**src/hw/rtl/riau_pkg.sv**
```systemverilog
// Shared types and constants of the rational/integer arithmetic unit.
// Depends on nothing; used by the controller, GCD unit, divider, datapath and top level.
package riau_pkg;

    localparam int VALUE_WIDTH = 32;
    localparam int FIELD_WIDTH = 32;

    typedef logic [VALUE_WIDTH-1:0] value_t;

    localparam logic [2:0] FUNC_ADD = 3'd0;
    localparam logic [2:0] FUNC_SUB = 3'd1;
    localparam logic [2:0] FUNC_MUL = 3'd2;
    localparam logic [2:0] FUNC_DIV = 3'd3;
    localparam logic [2:0] FUNC_EQ  = 3'd4;

    // Datapath commands from the controller.
    typedef struct packed {
        logic load;       // capture operands
        logic mul1;       // first product pair
        logic mul2;       // second product pair and result combine
        logic gcd_init;   // load both GCD units from the operands
        logic gcd_step;   // one Stein step in both GCD units
        logic div_init;   // start the divisions by the GCDs
        logic div_step;   // one quotient bit in all four dividers
        logic finish;     // form the result registers
    } dp_cmd_t;

    typedef struct packed {
        logic gcd_done;
        logic div_done;
    } dp_status_t;

endpackage

```
**src/hw/rtl/riau_ctrl.sv**
```systemverilog
// Controller state machine of the rational/integer arithmetic unit.
// Depends on riau_pkg.
module riau_ctrl
(
    input  logic                 clk,
    input  logic                 rst_n,
    input  logic                 start,
    input  logic                 eq_op,
    input  riau_pkg::dp_status_t status,
    output riau_pkg::dp_cmd_t    cmd,
    output logic                 busy,
    output logic                 done
);

    typedef enum logic [2:0] {
        ST_IDLE,
        ST_MUL1,
        ST_MUL2,
        ST_GCD,
        ST_DIV,
        ST_FIN
    } state_t;

    state_t state_reg;
    state_t state_next;
    logic   done_reg;
    logic   done_next;

    always_comb
    begin
        state_next = state_reg;
        done_next  = 1'b0;
        cmd        = '0;
        case (state_reg)
            ST_IDLE:
            begin
                if (start)
                begin
                    cmd.load   = 1'b1;
                    state_next = ST_MUL1;
                end
            end
            ST_MUL1:
            begin
                cmd.mul1     = 1'b1;
                cmd.gcd_init = 1'b1;
                state_next   = ST_MUL2;
            end
            ST_MUL2:
            begin
                cmd.mul2   = 1'b1;
                state_next = eq_op ? ST_GCD : ST_FIN;
            end
            ST_GCD:
            begin
                if (status.gcd_done)
                begin
                    cmd.div_init = 1'b1;
                    state_next   = ST_DIV;
                end
                else
                begin
                    cmd.gcd_step = 1'b1;
                end
            end
            ST_DIV:
            begin
                if (status.div_done)
                begin
                    state_next = ST_FIN;
                end
                else
                begin
                    cmd.div_step = 1'b1;
                end
            end
            ST_FIN:
            begin
                cmd.finish = 1'b1;
                done_next  = 1'b1;
                state_next = ST_IDLE;
            end
            default:
            begin
                state_next = ST_IDLE;
            end
        endcase
    end

    always_ff @(posedge clk or negedge rst_n)
    begin
        if (!rst_n)
        begin
            state_reg <= ST_IDLE;
            done_reg  <= 1'b0;
        end
        else
        begin
            state_reg <= state_next;
            done_reg  <= done_next;
        end
    end

    assign busy = (state_reg != ST_IDLE);
    assign done = done_reg;

endmodule

```
**config.mk**
```make
export PLATFORM = sky130hd
export DESIGN_NAME = riau_ctrl
export DESIGN_NICKNAME = d
export VERILOG_FILES = /design/src/hw/rtl/riau_pkg.sv /design/src/hw/rtl/riau_ctrl.sv
export SDC_FILE = /design/constraint.sdc
export NUM_CORES = 1
export LEC_CHECK = 0
export ABC_CLOCK_PERIOD_IN_PS = 3600
export BUFFER_PORTS_ARGS = -buffer_cell sky130_fd_sc_hd__buf_2
export CORE_AREA = 3 3 40 42
export DETAILED_ROUTE_END_ITERATION = 12
export DIE_AREA = 0 0 43 45
export RECOVER_POWER = 100
export SLEW_MARGIN = 20
export SYNTH_ARGS = -nofsm -noshare
export SYNTH_HDL_FRONTEND = slang
export SYNTH_SLANG_ARGS = --single-unit
```
**constraint.sdc**
```tcl
create_clock -name clk -period 3.6 [get_ports clk]
set_clock_uncertainty 0.2 [all_clocks]
set_input_delay 0.72 -clock clk [delete_from_list [all_inputs] [get_ports clk]]
set_output_delay 0.72 -clock clk [all_outputs]
set_load 0.01 [all_outputs]
```
# After elaboration in Yosys (flattened, before gate mapping)

Cells that the tools add are included.

Bits in registers: 4
Output and inout port bits: 10

Equal/unequal tests: 8
Reduce and logical (&&, ||, !) cells: 3
Mux-type cells: 15

Operator list:

| cell                 | count |
|---|---|
| $pmux W3 S5          | 1 |
| $mux W3              | 4 |
| $mux W1              | 9 |
| $eq A3 B2 Y1 const B | 2 |
| $eq A3 B3 Y1 const B | 2 |
| $ne A2 B2 Y1 const B | 3 |
| $eq A3 B1 Y1 const B | 1 |
| $logic_not A3 Y1     | 1 |
| $reduce_and A3 Y1    | 1 |
| $reduce_bool A3 Y1   | 1 |
| $mux W2              | 1 |

# Depth between registers and ports, before layout

Depth after elaboration: 3
Depth in mapped cells: 4
Depth with buffers taken out: 3

# Least setup slack after synthesis

OpenSTA, ideal clock, no wires.

Path type: input -> output
Start point: input status[1] (netlist name)
End point: output cmd[3] (netlist name)
Required time: 2680 ps
Stages: 1
Arrival time: 1041 ps
Slack: 1639 ps
Cell sequence: nor3b_1

Cells in the longest elaborated chain, start to end: 2

Ends and longest elaborated chain:

| element            | RTL line        | text |
|---|---|---|
| start: declaration | riau_ctrl.sv:9  | `input riau_pkg::dp_status_t status,` |
| $mux W1            | riau_ctrl.sv:56 | `if (status.gcd_done)` |
| $mux W2            | riau_ctrl.sv:34 | `case (state_reg)` |
| end: declaration   | riau_ctrl.sv:10 | `output riau_pkg::dp_cmd_t cmd,` |

Every way passes these cells.

==> impl_metrics.env <==
export IMPL_outcome="finished clean"
export IMPL_synthCells=33
export IMPL_track_usage=0.07023
export IMPL_cts_buffers=3
export IMPL_yosysWarningCount=0
export IMPL_start_util=0.2103
export IMPL_cts_hold_buf=0
export IMPL_ir_drop_mv=0.3294
export IMPL_synthAdderAreaFrac=0
export IMPL_whs_ns=0.1086
export IMPL_viasPerCell=4.148
export IMPL_drtIter0Drc=7
export IMPL_drtPass1Iterations=3
export IMPL_final_min_clock_period_ns=2.282
export IMPL_yosysTopAreaCell="dfrtp_1"
export IMPL_relSlewSlack=0.8217
export IMPL_multiInputGateArea_um2=122.6
export IMPL_finalHoldViolations=0
export IMPL_vias=253
export IMPL_dp_hpwl_um=437.5
export IMPL_final_antenna_net_count=0
export IMPL_fmax_mhz=438.2
export IMPL_gp_congestion=0.7272
export IMPL_grt_max_degree=11
export IMPL_antenna_found_initial=0
export IMPL_setup_slack_ns=1.318
export IMPL_clockBufferDepth=2
export IMPL_ioPinCount=16
export IMPL_slew_violations=0
export IMPL_die_w_um=43
export IMPL_die_area_um2=1935
export IMPL_portBuffers=15
export IMPL_layout_drive_gt1_share=0.1739
export IMPL_cts_sinks=4
export IMPL_crit_start="state_reg[1]$_DFFE_PN0P_"
export IMPL_end_kind="output pin"
export IMPL_core_area_um2=1285
export IMPL_final_common_cell="clkbuf_1"
export IMPL_fin_nets=54
export IMPL_cts_tree="yes"
export IMPL_maxCapViolCount=0
export IMPL_p_leak_uw=0.0001431
export IMPL_synth_xor_area_frac=0
export IMPL_worstPathMaxFanout=10
export IMPL_avgSynthCellArea_um2=8.190
export IMPL_synth_top_family_by_area="simple AND/OR/NAND/NOR gates"
export IMPL_cp_required_ns=2.68
export IMPL_crit_type="reg -> out"
export IMPL_fillers=154
export IMPL_largest_register_ffs=3
export IMPL_synth_compound_area_frac=0.1157
export IMPL_setup_violations=0
export IMPL_wl_um=534
export IMPL_worstSetupStartpointType="flip-flop"
export IMPL_clock_latency_ns=0.23
export IMPL_yosysTopAreaCellShare=0.3704
export IMPL_root_buffer="clkbuf_4"
export IMPL_die_h_um=45
export IMPL_overflow=0
export IMPL_hold_class="in -> async"
export IMPL_core_rowCount=13
export IMPL_postCtsSetupRepairBufs=0
export IMPL_ctsResizeCount=0
export IMPL_htreeDepth=1
export IMPL_grt_pass1_vias=246
export IMPL_drc=0
export IMPL_netlist_area_um2=270.3
export IMPL_regArea_um2=100.1
export IMPL_cp_data_arrival_time_ns=1.36
export IMPL_rr_worst_depth=3
export IMPL_synth_seq_cells=4
export IMPL_synth_cell_type_count=18
export IMPL_fin_tns_setup_ns=0
export IMPL_tightest_slew_ns=0.2675
export IMPL_synthTopCellsByArea="dfrtp_1, buf_4, nand2_1, nor2_1, nor3b_1"
export IMPL_grt_pass1_wl_mm=1.007
export IMPL_pre_cts_ws_ns=1.515
export IMPL_clk_pin_slew_ns=0.04
export IMPL_synthMuxAreaShare=0
export IMPL_antenna_diode_count=0
export IMPL_area_growth_pct=21.76
export IMPL_reg2reg_from="state_reg[0]$_DFFE_PN0P_"
export IMPL_ys_seq_area_frac=0.3704
export IMPL_synth_simple_area_share=0.3565
export IMPL_p_per_area_nw_per_um2=812.0
export IMPL_syn_nets=39
export IMPL_routedWlPerCell_um=8.754
export IMPL_rsz0062_at_grt="false"
export IMPL_layout_common_cells="clkbuf_1, nor2_1, nand2_1"
export IMPL_fin_crit_sh=0.6339
[cells in the mapped netlist]
master	count
o21a_1	1
nand3b_1	1
inv_1	1
a2bb2oi_1	1
a21oi_1	1
clkbuf_2	1
or2b_1	1
buf_6	1
nor2_1	5
nor2_2	1
nand2_1	5
dfrtp_1	4
nand2b_1	1
nor3b_1	2
or3_4	1
buf_4	3
o21ai_0	2
nand3_1	1
[metrics by stage]
step                      total power [uW]    util  area, um^2  std cells
after floorplan                      210.6       -       270.3         33
after global placement               228.5  0.2532       325.3         58
after detailed placement             229.1  0.2532       325.3         58
after CTS                            285.3  0.2707       347.8         61
after global routing                 299.7  0.2561       329.1         61
final                                267.2  0.2561       329.1         61
[cells by family (layout without fill, tap and decap cells)]
family | Yosys count | after routing
AO/OA/AOI/OAI | 5 | 5
buffers and inverters | 6 | 19
flip-flops | 4 | 4
AND/OR/NAND/NOR | 18 | 18
[worst paths after layout]
kind                                            end  slack, ns
max                                          cmd[7]       1.32
min                        state_reg[1]$_DFFE_PN0P_       0.11
max reg2reg                state_reg[0]$_DFFE_PN0P_       2.43
min reg2reg                state_reg[1]$_DFFE_PN0P_       0.38
max in group asynchronous  state_reg[0]$_DFFE_PN0P_       2.91
min in group clk           state_reg[1]$_DFFE_PN0P_       0.38
[area by class of cell]
| cell class | instances | share of cell area |
|---|---|---|
| Inverter | 1 | 0.01141 |
| Multi-Input combinational cell | 23 | 0.3726 |
| Clock buffer | 3 | 0.06844 |
| Tap cell | 15 | 0.05703 |
| Timing Repair Buffer | 15 | 0.1863 |
| Sequential cell | 4 | 0.3042 |
[layer usage]
metal	part of all wire	wire, um	vias up	GRT usage
met2	0.43	232	9	0.09880
met5	0	0	-	0
li1	-	-	131	-
met3	0.088	47	0	0.04382
met1	0.48	254	113	0.08293
met4	0	0	0	0.03614
[critical path, stage by stage (launching register included)]
cell	delay, ns
dfrtp_1	0.46
or3_1	0.43
nor2_2	0.09
clkbuf_1	0.15
[report_power, final]
part | leakage [uW] | switching, uW | internal [uW]
sequential | 0.0000515 | 33.0 | 62.3
combinational | 0.0000777 | 64.9 | 53.3
clock | 0.0000138 | 16.6 | 37.2
(Power assumes the default switching activity.)
